$ cat src/design/plcm_pkg.sv
// Package for the piecewise-linear colormap core.
// Holds fixed-point widths, stop tables, colors, reciprocals and stage types.
// No dependencies.
`default_nettype none

package plcm_pkg;

  localparam int unsigned FRAC_BITS = 16;
  localparam int unsigned LEVEL_W   = FRAC_BITS + 1;
  localparam int unsigned CHAN_W    = 8;
  localparam int unsigned SPAN_W    = FRAC_BITS + 1;
  localparam int unsigned NUM_W     = FRAC_BITS + CHAN_W;
  localparam int unsigned RECIP_W   = FRAC_BITS + 11;
  localparam int unsigned SHIFT     = 2 * FRAC_BITS + CHAN_W;
  localparam int unsigned PROD_W    = NUM_W + RECIP_W;
  localparam int unsigned NSTOPS    = 6;
  localparam int unsigned NSEG      = NSTOPS - 1;
  localparam int unsigned SEG_W     = $clog2(NSTOPS);
  localparam int unsigned MODEL_W   = 2;

  localparam int unsigned CH_RED   = 2;
  localparam int unsigned CH_GREEN = 1;
  localparam int unsigned CH_BLUE  = 0;

  typedef logic [LEVEL_W-1:0]         level_t;
  typedef logic [CHAN_W-1:0]          chan_t;
  typedef logic [2:0][CHAN_W-1:0]     rgb_t;
  typedef logic [RECIP_W-1:0]         recip_t;
  typedef logic [SEG_W-1:0]           seg_idx_t;

  typedef enum logic [MODEL_W-1:0] {
    MODEL_GRAY    = 2'd0,
    MODEL_JET     = 2'd1,
    MODEL_THERMAL = 2'd2
  } model_t;

  function automatic level_t stop_q(input int unsigned hund);
    logic [63:0] wide;
    wide = (64'(hund) << FRAC_BITS) + 64'd50;
    return level_t'(wide / 64'd100);
  endfunction

  localparam level_t ONE_Q = level_t'(64'd1 << FRAC_BITS);

  localparam level_t JET_STOP [NSTOPS] = '{
    stop_q(0), stop_q(15), stop_q(35), stop_q(65), stop_q(85), stop_q(100)
  };
  localparam level_t THERM_STOP [NSTOPS] = '{
    stop_q(0), stop_q(15), stop_q(33), stop_q(60), stop_q(85), stop_q(100)
  };

  localparam rgb_t JET_RGB [NSTOPS] = '{
    {8'd0,   8'd0,   8'd100},
    {8'd0,   8'd50,  8'd255},
    {8'd0,   8'd255, 8'd255},
    {8'd255, 8'd255, 8'd0},
    {8'd255, 8'd30,  8'd0},
    {8'd100, 8'd0,   8'd0}
  };
  localparam rgb_t THERM_RGB [NSTOPS] = '{
    {8'd0,   8'd0,   8'd50},
    {8'd20,  8'd0,   8'd120},
    {8'd200, 8'd30,  8'd140},
    {8'd255, 8'd100, 8'd0},
    {8'd255, 8'd255, 8'd40},
    {8'd255, 8'd255, 8'd255}
  };

  localparam logic [63:0] RECIP_ONE = 64'd1 << SHIFT;

  localparam logic [63:0] JET_SPAN [NSEG] = '{
    64'(JET_STOP[1]) - 64'(JET_STOP[0]),
    64'(JET_STOP[2]) - 64'(JET_STOP[1]),
    64'(JET_STOP[3]) - 64'(JET_STOP[2]),
    64'(JET_STOP[4]) - 64'(JET_STOP[3]),
    64'(JET_STOP[5]) - 64'(JET_STOP[4])
  };
  localparam logic [63:0] THERM_SPAN [NSEG] = '{
    64'(THERM_STOP[1]) - 64'(THERM_STOP[0]),
    64'(THERM_STOP[2]) - 64'(THERM_STOP[1]),
    64'(THERM_STOP[3]) - 64'(THERM_STOP[2]),
    64'(THERM_STOP[4]) - 64'(THERM_STOP[3]),
    64'(THERM_STOP[5]) - 64'(THERM_STOP[4])
  };

  localparam recip_t JET_RECIP [NSEG] = '{
    RECIP_W'((RECIP_ONE + JET_SPAN[0] - 64'd1) / JET_SPAN[0]),
    RECIP_W'((RECIP_ONE + JET_SPAN[1] - 64'd1) / JET_SPAN[1]),
    RECIP_W'((RECIP_ONE + JET_SPAN[2] - 64'd1) / JET_SPAN[2]),
    RECIP_W'((RECIP_ONE + JET_SPAN[3] - 64'd1) / JET_SPAN[3]),
    RECIP_W'((RECIP_ONE + JET_SPAN[4] - 64'd1) / JET_SPAN[4])
  };
  localparam recip_t THERM_RECIP [NSEG] = '{
    RECIP_W'((RECIP_ONE + THERM_SPAN[0] - 64'd1) / THERM_SPAN[0]),
    RECIP_W'((RECIP_ONE + THERM_SPAN[1] - 64'd1) / THERM_SPAN[1]),
    RECIP_W'((RECIP_ONE + THERM_SPAN[2] - 64'd1) / THERM_SPAN[2]),
    RECIP_W'((RECIP_ONE + THERM_SPAN[3] - 64'd1) / THERM_SPAN[3]),
    RECIP_W'((RECIP_ONE + THERM_SPAN[4] - 64'd1) / THERM_SPAN[4])
  };

  localparam recip_t GRAY_RECIP = RECIP_W'(64'd1 << (SHIFT - FRAC_BITS));
  localparam rgb_t   GRAY_A     = {3{8'd255}};

  typedef struct packed {
    logic   valid;
    logic   ok;
    level_t lvl;
    level_t lo;
    level_t hi;
    rgb_t   a;
    rgb_t   b;
    recip_t recip;
  } seg_stage_t;

  typedef struct packed {
    logic              valid;
    logic              ok;
    logic [SPAN_W-1:0] d_hi;
    logic [SPAN_W-1:0] d_lo;
    rgb_t              a;
    rgb_t              b;
    recip_t            recip;
  } diff_stage_t;

  typedef struct packed {
    logic                   valid;
    logic                   ok;
    logic [2:0][NUM_W-1:0]  num;
    recip_t                 recip;
  } num_stage_t;

endpackage

`default_nettype wire

$ cat src/design/plcm_scale.sv
// Scale stages: multiplies each weighted sum by the segment reciprocal and
// drives the registered result. Depends on plcm_pkg.
`default_nettype none

module plcm_scale (
  input  wire logic                 clk,
  input  wire logic                 rst_n,
  input  wire plcm_pkg::num_stage_t num_i,
  output logic                      res_strobe,
  output plcm_pkg::chan_t           res_red,
  output plcm_pkg::chan_t           res_green,
  output plcm_pkg::chan_t           res_blue,
  output logic                      res_ok
);

  logic                                  p_valid_r;
  logic                                  p_ok_r;
  logic [2:0][plcm_pkg::PROD_W-1:0]      prod_r, prod_nxt;
  logic                                  strobe_r;
  logic                                  ok_r;
  plcm_pkg::rgb_t                        rgb_r, rgb_nxt;

  always_comb begin
    for (int c = 0; c < 3; c++) begin
      prod_nxt[c] = plcm_pkg::PROD_W'(num_i.num[c]) * plcm_pkg::PROD_W'(num_i.recip);
      rgb_nxt[c]  = prod_r[c][plcm_pkg::SHIFT +: plcm_pkg::CHAN_W];
    end
  end

  always_ff @(posedge clk) begin
    if (!rst_n) begin
      p_valid_r <= 1'b0;
      strobe_r  <= 1'b0;
    end else begin
      p_valid_r <= num_i.valid;
      strobe_r  <= p_valid_r;
    end
    p_ok_r <= num_i.ok;
    prod_r <= prod_nxt;
    ok_r   <= p_ok_r;
    rgb_r  <= rgb_nxt;
  end

  assign res_strobe = strobe_r;
  assign res_red    = rgb_r[plcm_pkg::CH_RED];
  assign res_green  = rgb_r[plcm_pkg::CH_GREEN];
  assign res_blue   = rgb_r[plcm_pkg::CH_BLUE];
  assign res_ok     = ok_r;

endmodule

`default_nettype wire
$ cat config.mk
export PLATFORM = sky130hd
export DESIGN_NAME = plcm_scale
export DESIGN_NICKNAME = d
export VERILOG_FILES = /design/src/design/plcm_pkg.sv /design/src/design/plcm_scale.sv
export SDC_FILE = /design/constraint.sdc
export NUM_CORES = 2
export LEC_CHECK = 0
export ABC_AREA = 1
export BUFFER_PORTS_ARGS = -buffer_cell sky130_fd_sc_hd__buf_2
export CAP_MARGIN = 20
export CORE_UTILIZATION = 60
export CTS_CLUSTER_DIAMETER = 60
export CTS_CLUSTER_SIZE = 24
export DETAILED_ROUTE_END_ITERATION = 7
export GPL_TIMING_DRIVEN = 0
export HOLD_SLACK_MARGIN = 0.06
export PLACE_DENSITY = 0.77
export RECOVER_POWER = 100
export SETUP_SLACK_MARGIN = 0.4
export SLEW_MARGIN = 10
export SYNTH_ARGS = -nofsm -noshare
export SYNTH_HDL_FRONTEND = slang
export SYNTH_SLANG_ARGS = --single-unit
$ cat constraint.sdc
create_clock -name clk -period 12.6 [get_ports clk]
set_input_delay 2.52 -clock clk [delete_from_list [all_inputs] [get_ports clk]]
set_output_delay 2.52 -clock clk [all_outputs]
set_load 0.01 [all_outputs]
==> results.py <==
metrics = {
    "setup_path": {
        "worstPathCellList": "clkbuf_1, clkbuf_1, clkbuf_1, nand2_1, inv_1, fa_1, fa_1, inv_1, fa_1, fa_1, inv_1, fa_1, fa_1, inv_1, fa_1, inv_1, ha_1, nand2_1, nor2_1, nand3_1, nor2_1, nand3_1, nand4_1, nand2_1",
        "cp_slowest_cell": "clkbuf_1",
        "critPathRequiredTime_ps": 12930,
        "rr_worst_depth": 2,
        "path_delay_family": "adder cells",
        "worst-path-max-fanout": 13,
        "rrSetupSlack_ps": 12150,
        "max_stage_delay_ps": 1280,
        "cp.arrival_ps": 11820,
        "worst_r2r_endpoint": "res_strobe",
        "worst_path_most_repeated_cell": "fa_1",
        "startpoint_type": "input pin",
        "crit_cells": 24,
        "r2r_start": "p_valid_r",
        "critPathBufInv": 8,
        "crit_path_end_kind": "flop",
        "critPathKind": "in2reg",
    },
    "placed_design": {
        "port-buffer-count": 30,
        "globalplace.congestion": 1.05,
        "dp_slack_ps": 2140,
        "placed_area_um2": 68400,
        "dpl.hpwl_um": 219000,
    },
    "drt": {
        "routedWlPerCell_um": 24.6,
        "via_per_inst": 5.50,
        "num_vias": 57700,
        "drc": 0,
        "drtAntennaViolNets": 0,
        "drt_iter0_markers": 6672,
        "dr.pass1.iters": 6,
        "drt_wl_total_um": 259000,
    },
    "floorplan": {
        "ios": 129,
        "initial_core_util_pct": 60.5,
        "die-area_um2": 111000,
        "core_um2": 109000,
        "die_w_um": 333,
        "rows": 121,
        "die_h_um": 333,
    },
    "timing": {
        "tightest_slew_ps": 1680,
        "rsz0062_at_grt": "false",
        "fmax_mhz": 87.0,
        "setup_slack_ps": 1110,
        "slew_violations": 25,
        "clock_skew_ps": 45.8,
        "setup-tns-final_ps": 0,
        "hold_viol_final": 0,
        "fin_crit_sh_pct": 91.2,
        "setup_viol": 0,
        "maxSlewHeadroom_pct": -11.7,
        "fin_crit_ps": 11490,
    },
    "synthesis": {
        "synth_compound_area_share_pct": 1.13,
        "yosys.area_share.simple_pct": 18.3,
        "synth_nets": 11200,
        "syn_avg_cell_area_um2": 7.35,
        "ys_warn_count": 0,
        "synthMuxAreaShare_pct": 0,
        "ys_seq_elements": 52,
        "synth-xor-area-share_pct": 0.200,
        "ys_seq_area_share_pct": 1.58,
        "synth.distinct_cells": 37,
        "syn_area_um2": 65800,
        "synthAdderAreaFrac_pct": 58.5,
        "synth_top_family_by_area": "adder cells",
        "synth_cells": 8957,
    },
    "cts": {
        "cts_inserted_buffers": 5,
        "cts-hold-fix-buffers": 0,
        "cts_buffer_depth": 2,
        "clk_latency_ps": 430,
        "clock_sinks": 52,
        "htree_levels": 2,
        "post_cts_resized": 0,
        "post_cts_buffers": 0,
        "clock-root-buffer": "clkbuf_16",
        "cts_tree": "built",
        "clk_pin_slew_ps": 150,
    },
    "global_routing": {
        "track_usage_pct": 48.0,
        "grt_pass1_vias": 59100,
        "overflow": 0,
        "grt_max_degree": 20,
        "antenna_found_initial": 30,
        "grt_pass1_wl_um": 379000,
    },
    "cells_and_area": {
        "final_cell_area_um2": 68800,
        "drive_above_1_share_pct": 1.89,
        "layout.nets": 11300,
        "final.fill_count": 10100,
        "syn_to_final_growth_pct": 4.48,
    },
    "hold_path": {
        "min_path_cells": 0,
        "hold_start": "prod_r[98]",
        "hold_class": "reg2reg",
        "holdPathEnd": "res_green[7]",
    },
    "job": {
        "max_cap_viol_count": 2,
    },
    "status": {
        "status": "finished with violations",
        "violations": "capacitance limit, slew limit",
    },
}
[cells by family after synthesis]
group,Yosys count
XOR/XNOR,15
AO/OA/AOI/OAI,137
adder cells (fa/ha/maj),2094
flip-flops,52
buffers and inverters,3558
AND/OR/NAND/NOR,3101
[registers in the layout (all words and copies together), names as in the netlist]
register	count
res_green	8
res_blue	8
p_ok_r	1
prod_r	24
p_valid_r	1
res_strobe	1
res_red	8
res_ok	1
[metrics by stage]
stage / hold WS (ps) / instances / utilization (%)
after floorplan: 310 / 8957 / -
after global placement: 311 / 10400 / 62.2
after detailed placement: 312 / 10400 / 62.9
after CTS: 308 / 10500 / 63.0
after global routing: 314 / 10500 / 63.1
final: 288 / 10500 / 63.2
[worst max-delay path by stage]
stage	startpoint	slack (ps)	to
2_1_floorplan	num_i[24]	4430	prod_r[44]
3_3_place_gp	num_i[25]	1570	prod_r[144]
6_report	num_i[25]	1110	prod_r[144]
4_1_cts	num_i[25]	2600	prod_r[144]
5_1_grt	num_i[25]	1180	prod_r[144]
3_5_place_dp	num_i[25]	2140	prod_r[144]
[routing by layer]
metal / global-route usage (%) / up-vias / routed length (um) / share of wire, %
met5: 0 / - / 185 / 0.072
met4: 34.1 / 24 / 23100 / 8.9
met3: 15.9 / 1036 / 35800 / 14
met2: 71.4 / 3792 / 110000 / 42
met1: 59.0 / 28500 / 89600 / 35
li1: - / 24400 / - / -
[synthesized netlist by cell type, drive strengths merged]
master,number,share of area [%]
nand3,96,0.75
nand4,23,0.22
xor2,9,0.12
a21o,2,0.023
o21ai,15,0.11
and2,1,0.0095
nor2,204,1.3
fa,1635,50
inv,3125,18
nand2b,1,0.0095
and3,1,0.0095
o21a,4,0.046
nand3b,2,0.023
buf,47,0.31
a21boi,2,0.023
ha,459,8.7
a21oi,99,0.75
nor4,4,0.038
nor3,26,0.28
dfxtp,52,1.6
o21bai,15,0.17
clkbuf,384,2.2
clkinv,2,0.011
xnor2,6,0.080
nand2,2743,16
[final cells by class]
cell class,count,area (um^2),area share [%]
Clock buffer,5,125,0.182
Clock inverter,3,33.8,0.0491
Multi-Input combinational cell,5347,51400,74.7
Tap cell,1414,1770,2.57
Sequential cell,52,1040,1.51
Antenna cell,26,65.1,0.0946
Inverter,3127,11700,17.1
Buffer,431,1680,2.44
Timing Repair Buffer,91,940,1.37
[cell usage in the layout, fill, tap and decap left out, drive strengths merged]
master,synthesis,layout
inv,3125,3125
nand2,2743,2743
fa,1635,1635
ha,459,459
clkbuf,384,420
nor2,204,204
buf,47,107
a21oi,99,99
nand3,96,96
dfxtp,52,52
diode,0,26
nor3,26,26
nand4,23,23
o21bai,15,15
o21ai,15,15
xor2,9,9
xnor2,6,6
clkinv,2,5
o21a,4,4
nor4,4,4
nand3b,2,2
a21o,2,2
a21boi,2,2
and2,1,1
and3,1,1
nand2b,1,1
Power is not shown: default switching activity piles up to over one toggle a cycle in this logic, so the estimate is an artifact.
