===== src/design/plcm_pkg.sv =====
// Package for the piecewise-linear colormap core.
// Holds fixed-point widths, stop tables, colors, reciprocals and stage types.
// No dependencies.
`default_nettype none

package plcm_pkg;

  localparam int unsigned FRAC_BITS = 16;
  localparam int unsigned LEVEL_W   = FRAC_BITS + 1;
  localparam int unsigned CHAN_W    = 8;
  localparam int unsigned SPAN_W    = FRAC_BITS + 1;
  localparam int unsigned NUM_W     = FRAC_BITS + CHAN_W;
  localparam int unsigned RECIP_W   = FRAC_BITS + 11;
  localparam int unsigned SHIFT     = 2 * FRAC_BITS + CHAN_W;
  localparam int unsigned PROD_W    = NUM_W + RECIP_W;
  localparam int unsigned NSTOPS    = 6;
  localparam int unsigned NSEG      = NSTOPS - 1;
  localparam int unsigned SEG_W     = $clog2(NSTOPS);
  localparam int unsigned MODEL_W   = 2;

  localparam int unsigned CH_RED   = 2;
  localparam int unsigned CH_GREEN = 1;
  localparam int unsigned CH_BLUE  = 0;

  typedef logic [LEVEL_W-1:0]         level_t;
  typedef logic [CHAN_W-1:0]          chan_t;
  typedef logic [2:0][CHAN_W-1:0]     rgb_t;
  typedef logic [RECIP_W-1:0]         recip_t;
  typedef logic [SEG_W-1:0]           seg_idx_t;

  typedef enum logic [MODEL_W-1:0] {
    MODEL_GRAY    = 2'd0,
    MODEL_JET     = 2'd1,
    MODEL_THERMAL = 2'd2
  } model_t;

  function automatic level_t stop_q(input int unsigned hund);
    logic [63:0] wide;
    wide = (64'(hund) << FRAC_BITS) + 64'd50;
    return level_t'(wide / 64'd100);
  endfunction

  localparam level_t ONE_Q = level_t'(64'd1 << FRAC_BITS);

  localparam level_t JET_STOP [NSTOPS] = '{
    stop_q(0), stop_q(15), stop_q(35), stop_q(65), stop_q(85), stop_q(100)
  };
  localparam level_t THERM_STOP [NSTOPS] = '{
    stop_q(0), stop_q(15), stop_q(33), stop_q(60), stop_q(85), stop_q(100)
  };

  localparam rgb_t JET_RGB [NSTOPS] = '{
    {8'd0,   8'd0,   8'd100},
    {8'd0,   8'd50,  8'd255},
    {8'd0,   8'd255, 8'd255},
    {8'd255, 8'd255, 8'd0},
    {8'd255, 8'd30,  8'd0},
    {8'd100, 8'd0,   8'd0}
  };
  localparam rgb_t THERM_RGB [NSTOPS] = '{
    {8'd0,   8'd0,   8'd50},
    {8'd20,  8'd0,   8'd120},
    {8'd200, 8'd30,  8'd140},
    {8'd255, 8'd100, 8'd0},
    {8'd255, 8'd255, 8'd40},
    {8'd255, 8'd255, 8'd255}
  };

  localparam logic [63:0] RECIP_ONE = 64'd1 << SHIFT;

  localparam logic [63:0] JET_SPAN [NSEG] = '{
    64'(JET_STOP[1]) - 64'(JET_STOP[0]),
    64'(JET_STOP[2]) - 64'(JET_STOP[1]),
    64'(JET_STOP[3]) - 64'(JET_STOP[2]),
    64'(JET_STOP[4]) - 64'(JET_STOP[3]),
    64'(JET_STOP[5]) - 64'(JET_STOP[4])
  };
  localparam logic [63:0] THERM_SPAN [NSEG] = '{
    64'(THERM_STOP[1]) - 64'(THERM_STOP[0]),
    64'(THERM_STOP[2]) - 64'(THERM_STOP[1]),
    64'(THERM_STOP[3]) - 64'(THERM_STOP[2]),
    64'(THERM_STOP[4]) - 64'(THERM_STOP[3]),
    64'(THERM_STOP[5]) - 64'(THERM_STOP[4])
  };

  localparam recip_t JET_RECIP [NSEG] = '{
    RECIP_W'((RECIP_ONE + JET_SPAN[0] - 64'd1) / JET_SPAN[0]),
    RECIP_W'((RECIP_ONE + JET_SPAN[1] - 64'd1) / JET_SPAN[1]),
    RECIP_W'((RECIP_ONE + JET_SPAN[2] - 64'd1) / JET_SPAN[2]),
    RECIP_W'((RECIP_ONE + JET_SPAN[3] - 64'd1) / JET_SPAN[3]),
    RECIP_W'((RECIP_ONE + JET_SPAN[4] - 64'd1) / JET_SPAN[4])
  };
  localparam recip_t THERM_RECIP [NSEG] = '{
    RECIP_W'((RECIP_ONE + THERM_SPAN[0] - 64'd1) / THERM_SPAN[0]),
    RECIP_W'((RECIP_ONE + THERM_SPAN[1] - 64'd1) / THERM_SPAN[1]),
    RECIP_W'((RECIP_ONE + THERM_SPAN[2] - 64'd1) / THERM_SPAN[2]),
    RECIP_W'((RECIP_ONE + THERM_SPAN[3] - 64'd1) / THERM_SPAN[3]),
    RECIP_W'((RECIP_ONE + THERM_SPAN[4] - 64'd1) / THERM_SPAN[4])
  };

  localparam recip_t GRAY_RECIP = RECIP_W'(64'd1 << (SHIFT - FRAC_BITS));
  localparam rgb_t   GRAY_A     = {3{8'd255}};

  typedef struct packed {
    logic   valid;
    logic   ok;
    level_t lvl;
    level_t lo;
    level_t hi;
    rgb_t   a;
    rgb_t   b;
    recip_t recip;
  } seg_stage_t;

  typedef struct packed {
    logic              valid;
    logic              ok;
    logic [SPAN_W-1:0] d_hi;
    logic [SPAN_W-1:0] d_lo;
    rgb_t              a;
    rgb_t              b;
    recip_t            recip;
  } diff_stage_t;

  typedef struct packed {
    logic                   valid;
    logic                   ok;
    logic [2:0][NUM_W-1:0]  num;
    recip_t                 recip;
  } num_stage_t;

endpackage

`default_nettype wire


===== src/design/plcm_blend.sv =====
// Blend stages: distances to both segment ends, then the weighted color sum
// a*(hi-level) + b*(level-lo) per channel. Depends on plcm_pkg.
`default_nettype none

module plcm_blend (
  input  wire logic                 clk,
  input  wire logic                 rst_n,
  input  wire plcm_pkg::seg_stage_t seg_i,
  output plcm_pkg::num_stage_t      num_o
);

  plcm_pkg::diff_stage_t d_r, d_nxt;
  plcm_pkg::num_stage_t  n_r, n_nxt;

  always_comb begin
    d_nxt.valid = seg_i.valid;
    d_nxt.ok    = seg_i.ok;
    d_nxt.d_hi  = plcm_pkg::SPAN_W'(seg_i.hi - seg_i.lvl);
    d_nxt.d_lo  = plcm_pkg::SPAN_W'(seg_i.lvl - seg_i.lo);
    d_nxt.a     = seg_i.a;
    d_nxt.b     = seg_i.b;
    d_nxt.recip = seg_i.recip;
  end

  always_comb begin
    n_nxt.valid = d_r.valid;
    n_nxt.ok    = d_r.ok;
    n_nxt.recip = d_r.recip;
    for (int c = 0; c < 3; c++) begin
      n_nxt.num[c] = plcm_pkg::NUM_W'(
        plcm_pkg::NUM_W'(d_r.a[c]) * plcm_pkg::NUM_W'(d_r.d_hi) +
        plcm_pkg::NUM_W'(d_r.b[c]) * plcm_pkg::NUM_W'(d_r.d_lo));
    end
  end

  always_ff @(posedge clk) begin
    if (!rst_n) begin
      d_r.valid <= 1'b0;
      n_r.valid <= 1'b0;
    end else begin
      d_r.valid <= d_nxt.valid;
      n_r.valid <= n_nxt.valid;
    end
    d_r.ok    <= d_nxt.ok;
    d_r.d_hi  <= d_nxt.d_hi;
    d_r.d_lo  <= d_nxt.d_lo;
    d_r.a     <= d_nxt.a;
    d_r.b     <= d_nxt.b;
    d_r.recip <= d_nxt.recip;
    n_r.ok    <= n_nxt.ok;
    n_r.num   <= n_nxt.num;
    n_r.recip <= n_nxt.recip;
  end

  assign num_o = n_r;

endmodule

`default_nettype wire


===== config.mk =====
export PLATFORM = sky130hd
export DESIGN_NAME = plcm_blend
export DESIGN_NICKNAME = d
export VERILOG_FILES = /design/src/design/plcm_pkg.sv /design/src/design/plcm_blend.sv
export SDC_FILE = /design/constraint.sdc
export NUM_CORES = 2
export LEC_CHECK = 0
export ABC_AREA = 1
export ABC_CLOCK_PERIOD_IN_PS = 7300
export BUFFER_PORTS_ARGS = -buffer_cell sky130_fd_sc_hd__clkbuf_2
export CAP_MARGIN = 20
export CORE_MARGIN = 2
export CORE_UTILIZATION = 50
export DETAILED_ROUTE_END_ITERATION = 7
export MAX_ROUTING_LAYER = met4
export PLACE_DENSITY = 0.68
export SLEW_MARGIN = 20
export SYNTH_ARGS = -nofsm -noshare
export SYNTH_HDL_FRONTEND = slang
export SYNTH_SLANG_ARGS = --single-unit

===== constraint.sdc =====
create_clock -name clk -period 7.3 [get_ports clk]
set_input_delay 0 -clock clk [delete_from_list [all_inputs] [get_ports clk]]
set_output_delay 0 -clock clk [all_outputs]
set_load 0.01 [all_outputs]

==> summary.txt <==
Yosys
  – Most instantiated cells after synthesis: 1239 x inv_1, 1147 x nand2_1, 659 x fa_1, 239 x ha_1, 212 x dfxtp_1
  – Synth Cell Area: 33100 µm²
  – Syn Inst Count: 4182
  – Yosys reg bits: 212
  – Post-synth top area cell: fa_1
  – Post-synth top flop: dfxtp_1
  – Top cell type's share of synthesized area: 39.9%
  – Synth cell types: 38
  – Mean Syn Cell Area: 7.91 µm²
  – Cell with the most instances after synthesis: inv_1
  – FFs w/ async S/R, synth: 0%
  – Post-synth EDFFs: 0
  – Top cells by area, synth: fa_1 40%, inv_1 14%, nand2_1 13%, dfxtp_1 13%, ha_1 9.0%
  – Synth Warn #: 0
  – Syn nets: 5210
  – Seq/Total Area, Yosys: 12.8%

Floorplanning
  – Ports: 231
  – Core ar.: 65600 µm²
  – Die width: 261 µm
  – Initial core utilization: 50.4%
  – Row cnt: 94
  – Chip Height: 261 µm
  – Die ar.: 68200 µm²

Route
  – Drt initial violations: 1686
  – Vias: 26522
  – Average wire per standard cell: 16.7 µm
  – # DRC: 0
  – Routed WL: 89300 µm
  – DRT Pass-1 Iters: 5
  – Antenna viol nets, final: 0
  – Vias per inst: 4.96

Critical path
  – Slowest Stage Delay on Critical Path: 1.05 ns
  – Worst EP arrival: 6.41 ns
  – Worst flop-to-flop path startpoint: d_r[108]
  – FF-to-FF path depth: 18
  – Most frequent CP cell: fa_1
  – Kind of critical path: flip-flop to flip-flop
  – Reg2Reg Setup Slack: 1.36 ns
  – Top delay family on crit path: adder cells
  – CP Max Fanout: 18
  – Critical R2R Capture: num_o[73]
  – WP buf/inv: 4
  – CP required: 7.77 ns
  – Crit start category: flip-flop
  – Crit-path cells: nand2_1 > fa_1 > inv_1 > fa_1 > fa_1 > fa_1 > fa_1 > inv_1 > fa_1 > inv_1 > ha_1 > nand2_1 > inv_1 > nand2_1 > nor3_2 > nand4_1 > nand4_1 > nand2_1
  – CP max-delay cell: dfxtp_1
  – CP endpoint kind: flip-flop

Placement
  – Post-DP HPWL: 69900 µm
  – Gpl congestion: 0.927
  – Port Buffers: 230

Timing
  – FMAX: 0.168 GHz
  – Worst-Margin Slew: 1.16 ns
  – Fin crit share: 81.4%
  – Unrepaired setup endpoints after global routing: no
  – Hold Vio Cnt, Final: 0
  – Minimum clock period: 5.94 ns
  – Setup Skew: 0.0293 ns
  – Final setup viols: 0
  – Slew HR: 22.3%
  – Setup TNS Final: 0 ns
  – Slew Limit Fails: 0

CTS
  – Hold Buf Count CTS: 150
  – CTS tree: done
  – Clock-pin slew on the worst setup and hold paths: 0.06 ns
  – Postcts setup bufs: 0
  – CTS buffer count: 26
  – Clock Tree Buf Depth: 3
  – Clk sinks: 212
  – CTS root buffer: clkbuf_16
  – Post_cts resized: 0
  – Max H-tree Level: 1
  – Clk_lat worst skew: 0.60 ns

Outcome
  – Status: finished, final reports clean

Hold path
  – Min-Delay Path Class: input port to flip-flop
  – Hold Path Sink: d_r[65]
  – HP Start: seg_i[65]
  – Hold Path Depth: 2

GRT
  – Vias in the first global route: 27942
  – Largest net degree at the start of global routing: 25
  – First-pass GRT wire length: 145000 µm
  – GR Util All Layers: 28.2%
  – Total gr overflow: 0
  – Initial antenna violation count: 2

Final layout
  – Nets: 5488
  – Ratio of cells with drive above 1 in the final layout: 8.69%
  – Fill cells: 6081
  – Area Overhead vs Synth: 12.9%

Flow run
  – Number of max-cap violations: 0
[worst max-delay path by stage]
stage,startpoint,end,slack (ns),depth (start not counted)
global placement,d_r[105],num_o[74],1.21,22
floorplan,d_r[68],num_o[98],2.10,23
CTS,d_r[103],num_o[74],1.33,20
global route,d_r[108],num_o[73],1.05,19
detailed placement,d_r[103],num_o[70],1.34,19
finish,d_r[108],num_o[73],1.36,18
[flip-flops by register name, indices dropped and copies added, names as in the netlist]
register,count
d_r,111
num_o,101
[per-stage QoR]
step | area [µm²] | util (%) | setup slack [ns] | hold WS (ns) | instances
final | 37300 | 56.9 | 1.36 | 0.0425 | 5345
after global routing | 37300 | 56.9 | 1.05 | 0.00734 | 5344
after CTS | 37300 | 56.8 | 1.33 | 0.00825 | 5342
after detailed placement | 34900 | 53.2 | 1.34 | 0.104 | 5146
after global placement | 34900 | 53.2 | 1.21 | 0.102 | 5146
after floorplan | 33100 | - | 2.10 | 0.0277 | 4182
[logic make-up (layout without fill, tap and decap cells)]
family	Yosys count	in the layout	synth area share, %
DFF	212	212	12.8
and+or+nand+nor	1398	1398	17.1
buffers and inverters	1413	1709	16.1
adders and majority gates	898	898	48.9
AOI/OAI and AO/OA	187	187	3.13
xor gates and xnor gates	74	74	1.96
other	0	3	0
[cells in the final DEF (no fill, tap or decap), types with 3 or more instances in the layout]
cell type | Yosys | layout
clkinv_2 | 0 | 3
clkbuf_2 | 0 | 230
nand3_1 | 80 | 80
nand2_2 | 23 | 23
a21o_1 | 3 | 3
o21ai_2 | 3 | 3
clkbuf_8 | 0 | 6
a21oi_1 | 108 | 108
nor2_2 | 14 | 14
fa_1 | 659 | 659
inv_1 | 1239 | 1239
xnor2_1 | 23 | 23
a21oi_2 | 8 | 8
nor3_2 | 5 | 5
nor2_4 | 4 | 4
nor2_1 | 77 | 77
inv_6 | 0 | 3
clkbuf_16 | 0 | 26
nand4_1 | 31 | 31
diode_2 | 0 | 3
nor3_1 | 5 | 5
nand2_1 | 1147 | 1147
ha_1 | 239 | 239
dfxtp_2 | 0 | 7
dfxtp_1 | 212 | 205
inv_2 | 8 | 8
xor2_1 | 51 | 51
buf_4 | 0 | 36
nand3b_1 | 6 | 6
dlygate4sd3_1 | 0 | 150
o21ai_0 | 47 | 47
o21ai_1 | 10 | 10
[per-layer routing]
| layer | part of all wire (%) | global-route usage (%) |
|---|---|---|
| met5 | 0 | - |
| met4 | 3.8 | 9.71 |
| met3 | 8.3 | 5.40 |
| met2 | 49 | 47.4 |
| met1 | 38 | 34.0 |
[final cells by class]
type / instances / area, µm² / share of cell area [%]
Multi-Input combinational cell: 2557 / 23500 / 63.0
Inverter: 1247 / 4680 / 12.5
Sequential cell: 212 / 4250 / 11.4
Timing Repair Buffer: 416 / 2920 / 7.83
Tap cell: 864 / 1080 / 2.90
Clock buffer: 34 / 741 / 1.98
Clock inverter: 12 / 126 / 0.339
Antenna cell: 3 / 7.51 / 0.0201
Power is left out: the tool's default activity adds up to more than one toggle a clock period on the data nets, which glitch-free logic cannot reach.
