File: config.mk
export PLATFORM = sky130hd
export DESIGN_NAME = plcm_seg
export DESIGN_NICKNAME = d
export VERILOG_FILES = /design/src/design/plcm_pkg.sv /design/src/design/plcm_seg.sv
export SDC_FILE = /design/constraint.sdc
export NUM_CORES = 1
export LEC_CHECK = 0
export ABC_CLOCK_PERIOD_IN_PS = 6300
export BUFFER_PORTS_ARGS = -buffer_cell sky130_fd_sc_hd__buf_2
export CAP_MARGIN = 25
export CORE_MARGIN = 3
export CORE_UTILIZATION = 49
export DETAILED_ROUTE_END_ITERATION = 10
export GPL_ROUTABILITY_DRIVEN = 0
export PLACE_DENSITY = 0.89
export SYNTH_ARGS = -nofsm -noshare
export SYNTH_HDL_FRONTEND = slang
export SYNTH_SLANG_ARGS = --single-unit
File: constraint.sdc
create_clock -name clk -period 6.3 [get_ports clk]
set_input_delay 0.315 -clock clk [delete_from_list [all_inputs] [get_ports clk]]
set_output_delay 0.315 -clock clk [all_outputs]
set_load 0.02 [all_outputs]
File: src/design/plcm_pkg.sv
// Package for the piecewise-linear colormap core.
// Holds fixed-point widths, stop tables, colors, reciprocals and stage types.
// No dependencies.
`default_nettype none

package plcm_pkg;

  localparam int unsigned FRAC_BITS = 16;
  localparam int unsigned LEVEL_W   = FRAC_BITS + 1;
  localparam int unsigned CHAN_W    = 8;
  localparam int unsigned SPAN_W    = FRAC_BITS + 1;
  localparam int unsigned NUM_W     = FRAC_BITS + CHAN_W;
  localparam int unsigned RECIP_W   = FRAC_BITS + 11;
  localparam int unsigned SHIFT     = 2 * FRAC_BITS + CHAN_W;
  localparam int unsigned PROD_W    = NUM_W + RECIP_W;
  localparam int unsigned NSTOPS    = 6;
  localparam int unsigned NSEG      = NSTOPS - 1;
  localparam int unsigned SEG_W     = $clog2(NSTOPS);
  localparam int unsigned MODEL_W   = 2;

  localparam int unsigned CH_RED   = 2;
  localparam int unsigned CH_GREEN = 1;
  localparam int unsigned CH_BLUE  = 0;

  typedef logic [LEVEL_W-1:0]         level_t;
  typedef logic [CHAN_W-1:0]          chan_t;
  typedef logic [2:0][CHAN_W-1:0]     rgb_t;
  typedef logic [RECIP_W-1:0]         recip_t;
  typedef logic [SEG_W-1:0]           seg_idx_t;

  typedef enum logic [MODEL_W-1:0] {
    MODEL_GRAY    = 2'd0,
    MODEL_JET     = 2'd1,
    MODEL_THERMAL = 2'd2
  } model_t;

  function automatic level_t stop_q(input int unsigned hund);
    logic [63:0] wide;
    wide = (64'(hund) << FRAC_BITS) + 64'd50;
    return level_t'(wide / 64'd100);
  endfunction

  localparam level_t ONE_Q = level_t'(64'd1 << FRAC_BITS);

  localparam level_t JET_STOP [NSTOPS] = '{
    stop_q(0), stop_q(15), stop_q(35), stop_q(65), stop_q(85), stop_q(100)
  };
  localparam level_t THERM_STOP [NSTOPS] = '{
    stop_q(0), stop_q(15), stop_q(33), stop_q(60), stop_q(85), stop_q(100)
  };

  localparam rgb_t JET_RGB [NSTOPS] = '{
    {8'd0,   8'd0,   8'd100},
    {8'd0,   8'd50,  8'd255},
    {8'd0,   8'd255, 8'd255},
    {8'd255, 8'd255, 8'd0},
    {8'd255, 8'd30,  8'd0},
    {8'd100, 8'd0,   8'd0}
  };
  localparam rgb_t THERM_RGB [NSTOPS] = '{
    {8'd0,   8'd0,   8'd50},
    {8'd20,  8'd0,   8'd120},
    {8'd200, 8'd30,  8'd140},
    {8'd255, 8'd100, 8'd0},
    {8'd255, 8'd255, 8'd40},
    {8'd255, 8'd255, 8'd255}
  };

  localparam logic [63:0] RECIP_ONE = 64'd1 << SHIFT;

  localparam logic [63:0] JET_SPAN [NSEG] = '{
    64'(JET_STOP[1]) - 64'(JET_STOP[0]),
    64'(JET_STOP[2]) - 64'(JET_STOP[1]),
    64'(JET_STOP[3]) - 64'(JET_STOP[2]),
    64'(JET_STOP[4]) - 64'(JET_STOP[3]),
    64'(JET_STOP[5]) - 64'(JET_STOP[4])
  };
  localparam logic [63:0] THERM_SPAN [NSEG] = '{
    64'(THERM_STOP[1]) - 64'(THERM_STOP[0]),
    64'(THERM_STOP[2]) - 64'(THERM_STOP[1]),
    64'(THERM_STOP[3]) - 64'(THERM_STOP[2]),
    64'(THERM_STOP[4]) - 64'(THERM_STOP[3]),
    64'(THERM_STOP[5]) - 64'(THERM_STOP[4])
  };

  localparam recip_t JET_RECIP [NSEG] = '{
    RECIP_W'((RECIP_ONE + JET_SPAN[0] - 64'd1) / JET_SPAN[0]),
    RECIP_W'((RECIP_ONE + JET_SPAN[1] - 64'd1) / JET_SPAN[1]),
    RECIP_W'((RECIP_ONE + JET_SPAN[2] - 64'd1) / JET_SPAN[2]),
    RECIP_W'((RECIP_ONE + JET_SPAN[3] - 64'd1) / JET_SPAN[3]),
    RECIP_W'((RECIP_ONE + JET_SPAN[4] - 64'd1) / JET_SPAN[4])
  };
  localparam recip_t THERM_RECIP [NSEG] = '{
    RECIP_W'((RECIP_ONE + THERM_SPAN[0] - 64'd1) / THERM_SPAN[0]),
    RECIP_W'((RECIP_ONE + THERM_SPAN[1] - 64'd1) / THERM_SPAN[1]),
    RECIP_W'((RECIP_ONE + THERM_SPAN[2] - 64'd1) / THERM_SPAN[2]),
    RECIP_W'((RECIP_ONE + THERM_SPAN[3] - 64'd1) / THERM_SPAN[3]),
    RECIP_W'((RECIP_ONE + THERM_SPAN[4] - 64'd1) / THERM_SPAN[4])
  };

  localparam recip_t GRAY_RECIP = RECIP_W'(64'd1 << (SHIFT - FRAC_BITS));
  localparam rgb_t   GRAY_A     = {3{8'd255}};

  typedef struct packed {
    logic   valid;
    logic   ok;
    level_t lvl;
    level_t lo;
    level_t hi;
    rgb_t   a;
    rgb_t   b;
    recip_t recip;
  } seg_stage_t;

  typedef struct packed {
    logic              valid;
    logic              ok;
    logic [SPAN_W-1:0] d_hi;
    logic [SPAN_W-1:0] d_lo;
    rgb_t              a;
    rgb_t              b;
    recip_t            recip;
  } diff_stage_t;

  typedef struct packed {
    logic                   valid;
    logic                   ok;
    logic [2:0][NUM_W-1:0]  num;
    recip_t                 recip;
  } num_stage_t;

endpackage

`default_nettype wire

File: src/design/plcm_seg.sv
// Segment select stage: finds the map segment holding the level and loads
// its stop positions, end colors and reciprocal. Depends on plcm_pkg.
`default_nettype none

module plcm_seg (
  input  wire logic                           clk,
  input  wire logic                           rst_n,
  input  wire logic                           take,
  input  wire plcm_pkg::level_t               level,
  input  wire logic [plcm_pkg::MODEL_W-1:0]   model,
  output plcm_pkg::seg_stage_t                seg_o
);

  plcm_pkg::seg_stage_t s_r, s_nxt;
  plcm_pkg::level_t     stops [plcm_pkg::NSTOPS];
  plcm_pkg::rgb_t       cols  [plcm_pkg::NSTOPS];
  plcm_pkg::recip_t     recs  [plcm_pkg::NSEG];
  plcm_pkg::seg_idx_t   sel;
  plcm_pkg::seg_idx_t   sel_hi;
  logic                 in_range;

  always_comb begin
    if (model == plcm_pkg::MODEL_THERMAL) begin
      stops = plcm_pkg::THERM_STOP;
      cols  = plcm_pkg::THERM_RGB;
      recs  = plcm_pkg::THERM_RECIP;
    end else begin
      stops = plcm_pkg::JET_STOP;
      cols  = plcm_pkg::JET_RGB;
      recs  = plcm_pkg::JET_RECIP;
    end
    sel = plcm_pkg::seg_idx_t'(plcm_pkg::NSEG - 1);
    for (int i = plcm_pkg::NSEG - 1; i >= 0; i--) begin
      if (level <= stops[i + 1]) begin
        sel = plcm_pkg::seg_idx_t'(i);
      end
    end
    sel_hi   = sel + plcm_pkg::seg_idx_t'(1);
    in_range = (level <= plcm_pkg::ONE_Q);

    s_nxt.valid = take;
    s_nxt.lvl   = level;
    s_nxt.ok    = 1'b0;
    s_nxt.lo    = '0;
    s_nxt.hi    = plcm_pkg::ONE_Q;
    s_nxt.a     = '0;
    s_nxt.b     = '0;
    s_nxt.recip = plcm_pkg::GRAY_RECIP;
    case (model)
      plcm_pkg::MODEL_GRAY: begin
        if (in_range) begin
          s_nxt.ok = 1'b1;
          s_nxt.a  = plcm_pkg::GRAY_A;
        end
      end
      plcm_pkg::MODEL_JET, plcm_pkg::MODEL_THERMAL: begin
        if (in_range) begin
          s_nxt.ok    = 1'b1;
          s_nxt.lo    = stops[sel];
          s_nxt.hi    = stops[sel_hi];
          s_nxt.a     = cols[sel];
          s_nxt.b     = cols[sel_hi];
          s_nxt.recip = recs[sel];
        end
      end
      default: begin
        s_nxt.ok = 1'b0;
      end
    endcase
  end

  always_ff @(posedge clk) begin
    if (!rst_n) begin
      s_r.valid <= 1'b0;
    end else begin
      s_r.valid <= s_nxt.valid;
    end
    s_r.ok    <= s_nxt.ok;
    s_r.lvl   <= s_nxt.lvl;
    s_r.lo    <= s_nxt.lo;
    s_r.hi    <= s_nxt.hi;
    s_r.a     <= s_nxt.a;
    s_r.b     <= s_nxt.b;
    s_r.recip <= s_nxt.recip;
  end

  assign seg_o = s_r;

endmodule

`default_nettype wire

==> metrics list <==
- Of the synthesized area, sequential elements account for a little under half.
* Clk buf depth: 2
* Global-route wire length before repair: roughly 18000 um
- The number of placed instances, taps included, is around 640.
* Post-Synthesis Mean Instance Area: 9.36 um^2
- The tree is rooted in a clkbuf_8.
- The library cell used most frequently in the layout, excluding fill and tap cells, is buf_2.
- Layout overhead on the synthesized area: 17.9%
- Once the floorplan was initialized, standard cells occupied about 52% of the core.
* Element type at the critical path start: input port
- Across the VDD grid, the largest voltage drop is ~0.00012 V.
* Max-cap violations: 0
- Met1 Resource Use GR: between 20% and 30%
- The worst path uses between 80% and 90% of the clock period.
* Final-layout worst hold slack: 0.120 ns
* Kind of path behind the tightest hold check: input port to flip-flop
- Required time of the critical path: around 6.5 ns
* Clock sink count: between 90 and 100
* Min Clock Period, post-route: approximately 5.4 ns
- Worst setup slack before clock tree synthesis: approximately 0.68 ns
- Kind of end point of the critical path: flip-flop
* Synth area leaders: dfxtp_1 (46%), ha_1 (8.4%), buf_4 (6.0%)
- Die area: 9620 um^2
* Proportion of layout cells with a drive suffix above 1: about 32%
- In this run switching power makes up approximately a third of total power.
- Setup repair after global routing left no endpoint under its margin.
- For this block, the routed nets add up to 11200 um of wire.
- Counting the buffers created by CTS gives 9.
- 150 I/O pins were placed.
* Total grt overflow: 0
- In the routed layout, each cell is associated on average with a via count of 5.74.
- For this run, design rule violations remaining after detail routing come to 0.
- Final setup viols: 0
- After synthesis, the largest family of logic cells by area is compound AO/OA/AOI/OAI gates.
- TritonCTS built the clock tree.
* Most frequent cells in the layout: buf_2 (149), dfxtp_1 (96), nor2_1 (45)
* Number of synthesized flops with an enable pin: 0
- Slowest stage cell on the critical path: o21ai_0
- Counting the fill cells in the layout gives 683.
- Area fraction of the dominant cell type after synthesis: about 46%
- After the first detailed-routing iteration, the DRC count stood at approximately 380.
- Summing every instance area after synthesis gives a little over 4000 um^2.
- At the pin with the least slew margin, the transition time is between 0.8 and 0.9 ns.
- After synthesis, the share of cell area in mux cells is less than 1%.
* Number of setup buffers added after CTS: 0
* Most crowded layer after global routing: met2
- Hold_buf cts: 0
* Remaining antenna violation count after routing: 0
* Total track usage: between 20% and 30%
- Share of total power in combinational logic: a little under a quarter
- Setup slack on the critical path of the routed design comes to approximately 0.93 ns.
- In this run the horizontal extent of the chip is roughly 98 um.
- Max reg flops: 96
- In the global route stage, met2 resource usage came out at between 30% and 40%.
- Xor and xnor area share after synthesis: between 1.5 and 2%
- Adding up every negative setup slack in the final design gives 0 ns.
- The Yosys step of the flow raised 0 warnings.
- Summing the areas of all compound-gate instances in the mapped netlist gives roughly a fifth of the synthesized area.
- After clock tree synthesis, the repair step resized 0 gates.
- Worst setup path class: input port to flip-flop
- After the last flow step, the layout net total stands at between 600 and 700.
- Antenna violations before repair: 0
* Clock transition at path regs: 0.09 ns
* Grt met3 use: slightly below 7%
- In this design, the critical path's most frequently occurring cell is inv_1.
- Counting every net in the synthesized netlist gives between 400 and 500.
* Post-Synth Simple-Gate Area: between 10% and 20%
- The finished layout holds 660 standard cells, fillers aside.
* Fraction of registers with async set or reset after synthesis: 0%
- In this design, the stage delay of the slowest critical-path cell is approximately 0.59 ns.
* Peak Freq: 186 MHz
- Max Fanout on Critical Path: 19
* Die height: between 90 and 100 um
* Seq cells post-synth: 96
* Number of buffers and inverters on the critical path: 7
- The analysis attributes to cell leakage a power of approximately 2.4 nW.
* Cells along the critical path: buf_2 -> inv_1 -> ha_1 -> buf_4 -> inv_1 -> ha_1 -> inv_1 -> nand4_1 -> o41ai_1 -> a2bb2oi_1 -> nor2_1 -> nor2_1 -> inv_1 -> ha_1 -> and3_1 -> o21ai_0 -> buf_2 -> o221ai_1
* Worst EP arrival: 5.62 ns
- Detailed-placement wirelength estimate: 8420 um
- PortBufs: 148
- In the synthesized netlist, the number of instances is 444.
- Cell internal power was estimated by the tool at 0.000903 W.
- The clock network burns between 20% and 30% of the power.
- In this design, the largest share of critical-path delay is due to compound AO/OA/AOI/OAI gates.
- Entering global routing, the biggest net connects 27 pins.
- Flip-flop cell with the highest count after synthesis: dfxtp_1
- The routed layout has 3788 vias.
- Ant diodes: 0
* Placeable core region: between 7000 and 8000 um^2
- The number of different library cells used by synthesis comes to 61.
- Dividing the detail-routed wire length by the instance count gives 17.0 um.
- The synthesized netlist devotes between 8 and 9% of its cell area to adder and majority cells.
- The via count of the first global-routing pass came to between 3000 and 4000.
- The number of hold violations in the final report was 0.
* Net switching component of the power: around 0.00046 W
- Power per cell area: approximately 280 nW/um^2
* Pre-antenna DRT Iters: 6
- CTS built an H-tree with a depth of 3.
- Slew Limit Fails: 0
- Cell type with the highest aggregate area in the netlist: dfxtp_1
* Part of the power in registers: between 40% and 50%
- Site Rows: 32
- Final core area utilization: roughly three fifths
- Measured against its own limit, the worst slew margin works out to 45.9%.
- The run finished with clean final reports.
==> cell families after synthesis <==
family	Yosys count
DFF	96
adders and majority gates	28
buffers and inverters	69
muxes	1
xor gates and xnor gates	5
other	1
and+or+nand+nor	129
AOI/OAI and AO/OA	115
==> cell usage after synthesis, drive strengths merged (3+ instances only) <==
| cell type | count |
|---|---|
| a211o | 3 |
| a211oi | 9 |
| a21o | 7 |
| a21oi | 30 |
| and2 | 6 |
| and3 | 4 |
| buf | 40 |
| clkbuf | 13 |
| dfxtp | 96 |
| ha | 28 |
| inv | 15 |
| nand2 | 36 |
| nand2b | 3 |
| nand3 | 6 |
| nand4 | 4 |
| nor2 | 45 |
| nor2b | 3 |
| nor3 | 3 |
| o211ai | 4 |
| o21ai | 19 |
| o221ai | 3 |
| o2bb2ai | 4 |
| o31ai | 13 |
| or2 | 5 |
| or3 | 3 |
| or4 | 3 |
| xnor2 | 3 |
==> power by group through the flow <==
stage / Combinational [W] / Sequential [W] / Clock [W]
3_5_place_dp: 0.000318 / 0.000678 / 0
4_1_cts: 0.000319 / 0.000664 / 0.000390
3_3_place_gp: 0.000311 / 0.000677 / 0
5_1_grt: 0.000348 / 0.000668 / 0.000414
2_1_floorplan: 0.000171 / 0.000733 / 0
6_report: 0.000325 / 0.000663 / 0.000375
==> final cells by class <==
| type | count | area, um^2 | area share [%] |
|---|---|---|---|
| Tap cell | 102 | 128 | 2.60 |
| Multi-Input combinational cell | 279 | 1840 | 37.6 |
| Sequential cell | 96 | 1920 | 39.2 |
| Timing Repair Buffer | 151 | 761 | 15.5 |
| Clock inverter | 7 | 61.3 | 1.25 |
| Clock buffer | 9 | 124 | 2.53 |
| Inverter | 16 | 60.1 | 1.23 |
==> per-layer routing <==
| layer | vias to the layer above | part of all wire [%] |
|---|---|---|
| met5 | - | 0 |
| met1 | 1728 | 40 |
| met2 | 274 | 46 |
| li1 | 1740 | - |
| met3 | 46 | 11 |
| met4 | 0 | 3.0 |
==> path summary, 6_finish.rpt <==
path    endpoint  cells after the start  startpoint
min   seg_o[109]                      1    level[0]
max    seg_o[47]                     18    model[0]
==> stage by stage <==
| stage | total power, W | area, um^2 |
|---|---|---|
| 2_1_floorplan | 0.000904 | 4160 |
| 3_3_place_gp | 0.000988 | 4710 |
| 3_5_place_dp | 0.000996 | 4710 |
| 4_1_cts | 0.00137 | 4900 |
| 5_1_grt | 0.00143 | 4900 |
| 6_report | 0.00136 | 4900 |
Power figures use the tool's default switching activity.
